==> src/stepper_accel_ramp_generator_defines.svh <==
// Assertion macros for the stepper ramp generator
`ifndef STEPPER_ACCEL_RAMP_GENERATOR_DEFINES_SVH
`define STEPPER_ACCEL_RAMP_GENERATOR_DEFINES_SVH
`ifndef SYNTH
`define SARG_ASSERT_IMPL(label, clk, rstn, ante, cons, msg) \
    label: assert property (@(posedge clk) disable iff (!rstn) (ante) |-> (cons)) \
        else $error(msg);
`define SARG_ASSERT_NEXT(label, clk, rstn, ante, cons, msg) \
    label: assert property (@(posedge clk) disable iff (!rstn) (ante) |=> (cons)) \
        else $error(msg);
`else
`define SARG_ASSERT_IMPL(label, clk, rstn, ante, cons, msg)
`define SARG_ASSERT_NEXT(label, clk, rstn, ante, cons, msg)
`endif
`endif

==> src/sarg_pkg.sv <==
`default_nettype none
package sarg_pkg;
    localparam int FRAC_BITS_DEF = 12;
    localparam logic [31:0] START_INTERVAL_RST = 32'd43780096;
    localparam logic [19:0] ACCEL_RST = 20'd8000;

    typedef enum logic [1:0] {
        OP_TICK  = 2'd0,
        OP_MOVE  = 2'd1,
        OP_STOP  = 2'd2,
        OP_PAUSE = 2'd3
    } op_t;

    localparam logic CFG_START = 1'b0;
    localparam logic CFG_ACCEL = 1'b1;

    localparam logic [1:0] DIR_NONE = 2'd0;
    localparam logic [1:0] DIR_POS  = 2'd1;
    localparam logic [1:0] DIR_NEG  = 2'd2;

    localparam logic [1:0] ST_IDLE   = 2'd0;
    localparam logic [1:0] ST_RUN    = 2'd1;
    localparam logic [1:0] ST_PAUSED = 2'd2;

    // queued item between front and back
    typedef struct packed {
        op_t         op;
        logic [31:0] target;
        logic [31:0] min_iv;
    } cmd_t;

    // result item
    typedef struct packed {
        logic        step_pulse;
        logic        direction;
        logic [31:0] position;
        logic [1:0]  status;
        logic [19:0] step_interval;
        logic        finished;
    } res_t;

    typedef enum logic [3:0] {
        S_IDLE,
        S_DECODE,
        S_STS_MUL0,
        S_STS_MUL1,
        S_STS_DIV,
        S_STS_DONE,
        S_PLAN,
        S_EQ_DIV,
        S_EQ_DONE,
        S_OUT
    } exec_state_t;
endpackage
`default_nettype wire

==> src/sarg_front.sv <==
`default_nettype none
// Input side: takes items into a two-entry queue
module sarg_front
    import sarg_pkg::*;
(
    input  wire logic        aclk,
    input  wire logic        aresetn,
    input  wire logic        in_valid,
    output logic             in_ready,
    input  wire cmd_t        in_cmd,
    output logic             q_valid,
    input  wire logic        q_ready,
    output cmd_t             q_cmd
);
    cmd_t       mem_reg [2];
    logic [1:0] cnt_reg, cnt_next;
    logic       wp_reg, rp_reg;
    logic       push, pop;

    assign in_ready = (cnt_reg != 2'd2);
    assign q_valid  = (cnt_reg != 2'd0);
    assign q_cmd    = mem_reg[rp_reg];
    assign push     = in_valid && in_ready;
    assign pop      = q_valid && q_ready;

    always_comb begin
        cnt_next = cnt_reg + {1'b0, push} - {1'b0, pop};
    end

    always_ff @(posedge aclk) begin
        if (!aresetn) begin
            cnt_reg <= '0;
            wp_reg  <= 1'b0;
            rp_reg  <= 1'b0;
        end else begin
            cnt_reg <= cnt_next;
            if (push) wp_reg <= ~wp_reg;
            if (pop)  rp_reg <= ~rp_reg;
        end
    end

    always_ff @(posedge aclk) begin
        if (push) mem_reg[wp_reg] <= in_cmd;
    end
endmodule
`default_nettype wire

==> config.mk <==
export PLATFORM = sky130hd
export DESIGN_NAME = sarg_front
export DESIGN_NICKNAME = d
export VERILOG_FILES = /design/src/stepper_accel_ramp_generator_defines.svh /design/src/sarg_pkg.sv /design/src/sarg_front.sv
export SDC_FILE = /design/constraint.sdc
export NUM_CORES = 1
export LEC_CHECK = 0
export BUFFER_PORTS_ARGS = -buffer_cell sky130_fd_sc_hd__buf_2
export CAP_MARGIN = 0
export CORE_MARGIN = 4
export CORE_UTILIZATION = 35
export DETAILED_ROUTE_END_ITERATION = 7
export GPL_ROUTABILITY_DRIVEN = 0
export PLACE_DENSITY_LB_ADDON = 0.15
export REMOVE_ABC_BUFFERS = 1
export SYNTH_ARGS = -nofsm -noshare
export SYNTH_HDL_FRONTEND = slang
export SYNTH_SLANG_ARGS = --single-unit
==> constraint.sdc <==
create_clock -name aclk -period 7.3 [get_ports aclk]
set_input_delay 2.19 -clock aclk [delete_from_list [all_inputs] [get_ports aclk]]
set_output_delay 2.19 -clock aclk [all_outputs]
set_load 0.01 [all_outputs]
======== Word level (Yosys, flattened, before mapping) ========
Memory sizes are Yosys's and may differ from the RTL's. A register that Yosys moved wholly into a read port is not among the register bits.
Index checks and enable logic that the tools add are counted.
storage, ports and cells
  register bits ........................... 4
  bits in writable memories ............... 132
  bits of input ports ..................... 70
  output and inout bits ................... 68
  logic and storage cells ................. 16
  memories ................................ 1
cells by class
  $add $sub $neg .......................... 2
  equality and inequality tests ........... 1
  muxes and demuxes ....................... 4
  bitwise logic cells ..................... 2
  reduce and logical (&&, ||, !) cells .... 3
memory list
  name     depth  width  read ports  clocked after memory_dff  write ports  line              text
  mem_reg  2      66     1           1                         1            sarg_front.sv:15  cmd_t mem_reg [2];
operators by type and width
  operator              number
  $mux W1               4
  $add A2 B1 Y2         1
  $logic_and A1 B1 Y1   2
  $ne A2 B2 Y1 const B  1
  $not A1 Y1            2
  $reduce_bool A2 Y1    1
  $sub A2 B1 Y2         1

======== Depth between registers and ports, before layout ========
Gate-level depths: netlist (run 1).
  depth in word-level cells ............... 4
  mapped depth ............................ 8
  mapped depth without buffers ............ 8

======== Worst setup path after synthesis (run 1) ========
OpenSTA, ideal clock, no wires.
  path type ............................... input -> register
  from .................................... input in_valid
  to ...................................... memory mem_reg[0][0] (netlist name) (enable)
  setup time .............................. 0.490 ns
  data arrival time ....................... 5.044 ns
  required time ........................... 6.810 ns
  slack ................................... 1.765 ns
  cell stages on the path ................. 2
  path buffers ............................ 0
  cell sequence ........................... nand2_1 -> nor2_1
on the way
  word-level cells in the longest chain between the ends .. 3
ends and longest elaborated chain
  item                           line              text
  start, declared                sarg_front.sv:8   input wire logic in_valid,
  $logic_and A1 B1 Y1            sarg_front.sv:23  assign push = in_valid && in_ready;
  $mux W1                        sarg_front.sv:43  if (push) mem_reg[wp_reg] <= in_cmd;
  $mux W1 (not written as such)  sarg_front.sv:43
  end, declared                  sarg_front.sv:15
Every way passes these cells.

==> results of run 1 <==
cell usage in the layout (no fill, tap or decap):
| cell | count |
|---|---|
| clkbuf_1 | 3 |
| bufinv_16 | 3 |
| dfxtp_4 | 1 |
| buf_4 | 2 |
| edfxtp_1 | 132 |
| inv_1 | 1 |
| and2_1 | 2 |
| or2_2 | 1 |
| nand2_1 | 2 |
| clkinv_2 | 6 |
| mux2_2 | 26 |
| nor2_4 | 1 |
| o21a_1 | 1 |
| mux2i_1 | 1 |
| and3_4 | 1 |
| mux2_4 | 40 |
| clkbuf_16 | 17 |
| nor2b_1 | 2 |
| ha_1 | 2 |
| clkinv_1 | 3 |
| nand2b_1 | 2 |
| xnor2_1 | 3 |
| dfxtp_1 | 4 |
| buf_2 | 137 |
final cells by class:
type                    count  area, um2
well taps                 184      230.2
inverters                   1      3.754
repair buffers            139      700.7
clock inverters            12      131.4
fillers                  1300       7873
multi-input cells          84       1036
clock buffers              20      436.7
flip-flops and latches    137       4068
power groups by stage:
| stage | Combinational, uW | Clock (uW) | Sequential (uW) |
|---|---|---|---|
| 2_1_floorplan | 338 | 0 | 1080 |
| 3_3_place_gp | 534 | 0 | 1060 |
| 3_5_place_dp | 534 | 0 | 1060 |
| 4_1_cts | 536 | 855 | 1050 |
| 5_1_grt | 565 | 887 | 1060 |
| 6_report | 517 | 828 | 1040 |
metal layers:
metal  wire [um]  part of all wire
met1        4021              0.43
met2        4359              0.47
met3         855             0.091
met4         135             0.014
met5           0                 0
kinds of logic (layout without fill, tap and decap cells):
kind of cell	after synthesis	after routing	synth area share
AO/OA/AOI/OAI	1	1	0.001456
adder cells (fa/ha/maj)	2	2	0.004851
XOR/XNOR	3	3	0.005096
flip-flops	137	137	0.7880
AND/OR/NAND/NOR	11	11	0.01189
buffers and inverters	8	172	0.01358
multiplexers	67	67	0.1752
worst max-delay path: cells and delay by family, from the launching register on:
family	cells	cell delay, ns
buffers and inverters	2	0.75
muxes	1	0.41
DFF	1	0.69
stage by stage:
step | cells | hold slack (ns) | total power (uW) | cell area [um2]
after floorplan | 222 | 0.4549 | 1413 | 5091
after global placement | 545 | 0.5042 | 1592 | 6038
after detailed placement | 545 | 0.5259 | 1597 | 6038
after CTS | 577 | 0.5334 | 2437 | 6606
after global routing | 577 | 0.5577 | 2508 | 6606
final | 577 | 0.5333 | 2388 | 6606
worst paths after layout:
check | cells after the start | end | startpoint
setup / recovery | 3 | q_cmd[22] | register
setup reg to reg | 4 | mem_reg[0][42] | cnt_reg[0]
hold / removal | 2 | wp_reg | wp_reg
hold reg to reg | 2 | wp_reg | wp_reg
==> run_results.csv, run 1 <==
group,metric,value,unit
run_status,status,"finished clean",
pwr,power_frac_comb,0.217,
pwr,seqPwrFrac,0.437,
pwr,irDropWorstVdd,0.1747,mV
logic_synthesis,synth_edf_count,132,
logic_synthesis,netlist_area,5157,um2
logic_synthesis,synth_seq_cells,137,
cts,clock_latency,0.41,ns
floorplan,start_util,0.3562,
job,cap_violations,0,
global_routing,antenna_found_initial,0,
worst_setup_path,cpPeakStageDelay,0.69,ns
cts,cts_buffers,17,
worst_setup_path,path_cells,"buf_4 > mux2_2 > buf_2",
worst_setup_path,crit_path_start_kind,"register",
worst_hold_path,min_path_type,"reg -> reg",
route,drt_first_pass_iters,2,
sta,setup_ws,2.806,ns
sta,fin_crit,4.494,ns
global_routing,grt_pass1_vias,2643,
cts,cts_setup_buffers,0,
worst_setup_path,required,5.11,ns
cts,cts_resized,0,
final_layout,syn_to_final_growth,28.09,%
global_routing,grt_busiest_layer,"met2",
route,wl_per_cell,16.24,um
pwr,power_density,361.5,nW/um2
global_routing,grtUsageTotal,0.1144,
logic_synthesis,synth.distinct_cells,18,
global_routing,grt.overflow.total,0,
global_routing,grt_start_max_net_pins,67,
logic_synthesis,yosysMostFrequentCell,"edfxtp_1",
floorplan,top_level_ports,138,
logic_synthesis,synthFlopType,"edfxtp_1",
sta,timing.fmax,222.5,MHz
logic_synthesis,synth_largest_area_cell,"edfxtp_1",
worst_setup_path,cp_max_fo,35,
pwr,p_leak,0.002553,uW
route,drt_wl_total,9.371,mm
worst_setup_path,cpMaxStageDelayCell,"dfxtp_4",
logic_synthesis,syn_inst,229,
sta,post-route-period-util,0.6156,
sta,grt_setup_unrepaired,"no",
final_layout,final_nets,452,
route,ant_nets,0,
cts,clk_pin_slew_worst_paths,0.05,ns
logic_synthesis,synthTopCellsByCount,"132 x edfxtp_1, 40 x mux2_4, 26 x mux2_2",
global_routing,grt_pass1_wl,13.84,mm
pwr,clkPwrFrac,0.347,
cts,cts_tree,"built",
placed_design,port_buffers,137,
cts,clockBufferDepth,2,
logic_synthesis,seq_area_frac_synth,0.7880,
pwr,p_sw_frac,0.2514,
worst_setup_path,cp.arrival,2.30,ns
sta,relSlewSlack,0.2991,
floorplan,die_y,129.4,um
logic_synthesis,synth.area.top_cells,"edfxtp_1 77%, mux2_4 12%, mux2_2 5.7%",
floorplan,core_region_area,14480,um2
final_layout,drive_gt1_frac,0.5980,
floorplan,die_w,129.4,um
sta,setup_viol,0,
sta,tns,0,ns
global_routing,grt_use_met1,0.1402,
worst_setup_path,end_kind,"output port",
pwr,internal_power,1788,uW
logic_synthesis,yosysWarnings,0,
cts,cts_sinks,137,
floorplan,rows,44,
logic_synthesis,synth_top_area_share,0.7686,
cts,htree_levels,4,
route,dr_total_vias,2576,
route,viasPerCell,4.464,
logic_synthesis,synth_area_per_cell,22.52,um2
worst_setup_path,r2r_setup_slack,4.87,ns
placed_design,place_hpwl,5.937,mm
final_layout,fin_util,0.4563,
floorplan,die_area,16740,um2
worst_setup_path,criticalPathCategory,"reg -> out",
route,drc,0,
final_layout,largest_reg_flops,132,
pwr,p_switching,600.5,uW
route,drt_iter0_drc,103,
cts,hold_buffers,0,
cts,root_buffer,"clkbuf_16",
final_layout,antenna_cells,0,
logic_synthesis,async_flop_share,0,
sta,hold_viol,0,
placed_design,place_ws,2.969,ns
sta,worstMarginPinSlew,1.049,ns
global_routing,use_met3,0.05482,
sta,slew_viol_final,0,
sta,fin_worst_skew,0.006366,ns
global_routing,use_met2,0.1741,
Note: power is estimated with default switching activity, not from simulation.
==> inputs of run 2 (changes only) <==
==> constraint.sdc (replaced) <==
create_clock -name aclk -period 4.1 [get_ports aclk]
set_input_delay 1.23 -clock aclk [delete_from_list [all_inputs] [get_ports aclk]]
set_output_delay 1.23 -clock aclk [all_outputs]
set_load 0.01 [all_outputs]
==> run 2 against run 1 <==
Combinational power up 81%. Clock skew about the same. Sequential cell count unchanged. Non-clock buffer count up 1. Clock power up 94%. Via count down 1.9%. Largest cell class unchanged. Clock-buffer cell count down 2. Sequential power up 79%. Power up 85%. Utilization up 0.67 points. Critical endpoint is now q_cmd[5].
==> run_results.csv, run 2 (same netlist as run 1, synthesis figures left out) <==
group,metric,value,unit
route,viasPerCell,4.372,
floorplan,core_region_area,14480,um2
cts,clockBufferDepth,2,
job,cap_violations,0,
sta,fin_worst_skew,0.006128,ns
worst_setup_path,cpPeakStageDelay,0.72,ns
pwr,power_frac_comb,0.212,
sta,grt_setup_unrepaired,"no",
route,dr_total_vias,2527,
worst_setup_path,cp.arrival,1.94,ns
final_layout,final_cell_mix,"137 x buf_2, 132 x edfxtp_1, 40 x mux2_4",
global_routing,antenna_found_initial,1,
final_layout,syn_to_final_growth,29.99,%
final_layout,antenna_cells,0,
floorplan,rows,44,
sta,worstMarginPinSlew,0.9788,ns
cts,cts_sinks,137,
worst_hold_path,min_path_type,"reg -> reg",
global_routing,grt.overflow.total,0,
sta,fin_crit,3.168,ns
cts,cts_buffers,17,
cts,htree_levels,4,
worst_setup_path,end_kind,"output port",
sta,relSlewSlack,0.3474,
pwr,internal_power,3328,uW
floorplan,die_w,129.4,um
placed_design,postPlaceCellArea,6071,um2
route,drt_iter0_drc,92,
pwr,irDropWorstVdd,0.3400,mV
placed_design,place_hpwl,5.941,mm
global_routing,grt_pass1_wl,14.21,mm
pwr,seqPwrFrac,0.422,
worst_setup_path,cpLargestDelayFamily,"flip-flops",
global_routing,grtUsageTotal,0.1151,
sta,hold_viol,0,
floorplan,top_level_ports,138,
sta,timing.fmax,315.7,MHz
run_status,status,"finished clean",
sta,post-route-period-util,0.7727,
worst_setup_path,criticalPathCategory,"reg -> out",
final_layout,fin_area,6704,um2
cts,root_buffer,"clkbuf_16",
global_routing,grt_pass1_vias,2777,
pwr,clkPwrFrac,0.366,
route,drt_first_pass_iters,4,
sta,setup_viol,0,
worst_setup_path,crit_path_start_kind,"register",
global_routing,grt_start_max_net_pins,67,
cts,cts_setup_buffers,0,
route,wl_per_cell,16.26,um
final_layout,fill_cells,1269,
sta,tns,0,ns
worst_setup_path,cp_max_fo,34,
route,ant_nets,0,
pwr,p_sw_frac,0.2459,
placed_design,port_buffers,137,
route,drc,0,
cts,cts_tree,"built",
sta,slew_viol_final,0,
final_layout,largest_reg_flops,132,
worst_setup_path,critPathBufInv,2,
floorplan,start_util,0.3562,
pwr,p_leak,0.002585,uW
cts,clk_pin_slew_worst_paths,0.05,ns
cts,cts_resized,0,
cts,hold_buffers,0,
final_layout,final_nets,453,
pwr,p_switching,1085,uW
worst_setup_path,cpMaxStageDelayCell,"dfxtp_4",
route,drt_wl_total,9.400,mm
worst_setup_path,path_cells,"buf_12 > mux2_2 > buf_2",
cts,clock_latency,0.41,ns
floorplan,die_area,16740,um2
final_layout,final_common_cell,"buf_2",
floorplan,die_y,129.4,um
worst_setup_path,required,2.87,ns
pwr,power_density,658.3,nW/um2
final_layout,drive_gt1_frac,0.6041,
==> run 2: path summary, 6_finish.rpt <==
path	startpoint	end	slack [ns]	cells after the start
max	register	q_cmd[5]	0.93	3
min	rp_reg	register	0.54	2
max reg2reg	cnt_reg[0]	mem_reg[0][21]	2.24	4
min reg2reg	rp_reg	register	0.54	2
==> run 2: metrics by stage <==
stage | std cells | utilization | hold WS, ns | worst slack, ns | total power [uW]
CTS | 578 | 0.4630 | 0.5452 | 0.8542 | 4495
floorplan | 222 | - | 0.4549 | -0.4748 | 2516
global route | 578 | 0.4630 | 0.5777 | 0.8038 | 4633
global placement | 546 | 0.4193 | 0.5080 | 1.308 | 2852
detailed placement | 546 | 0.4193 | 0.5323 | 1.303 | 2862
finish | 578 | 0.4630 | 0.5358 | 0.9321 | 4413
==> run 2: worst min-delay path, cell delays in order (launching register included) <==
cell and delay, ns:
dfxtp_1 0.32, xnor2_1 0.14, nor2b_1 0.05
==> run 2: power by group through the flow <==
stage          combinational, uW  clock [uW]  sequential (uW)
6_report                     938        1610             1860
3_5_place_dp                 965           0             1900
3_3_place_gp                 964           0             1890
5_1_grt                     1020        1720             1890
2_1_floorplan                602           0             1910
4_1_cts                      968        1660             1870
==> run 2: area by class of cell <==
class                      instances  area (um2)  area share
clock buffer                      18       429.2     0.06402
clock inverter                    14       203.9     0.03042
inverter                           1       3.754   0.0005599
multi-input combinational         84        1036      0.1545
sequential                       137        4068      0.6068
tap                              184       230.2     0.03434
timing repair buffer             140       733.2      0.1094
==> run 2: layer usage <==
metal | share of wire | wire length [um] | vias up | GRT usage
met3 | 0.086 | 813 | 15 | 0.04864
met5 | 0.0014 | 13 | - | 0
met1 | 0.42 | 3939 | 1211 | 0.1326
li1 | - | - | 1205 | -
met4 | 0.016 | 146 | 2 | 0.05559
met2 | 0.48 | 4486 | 94 | 0.1857
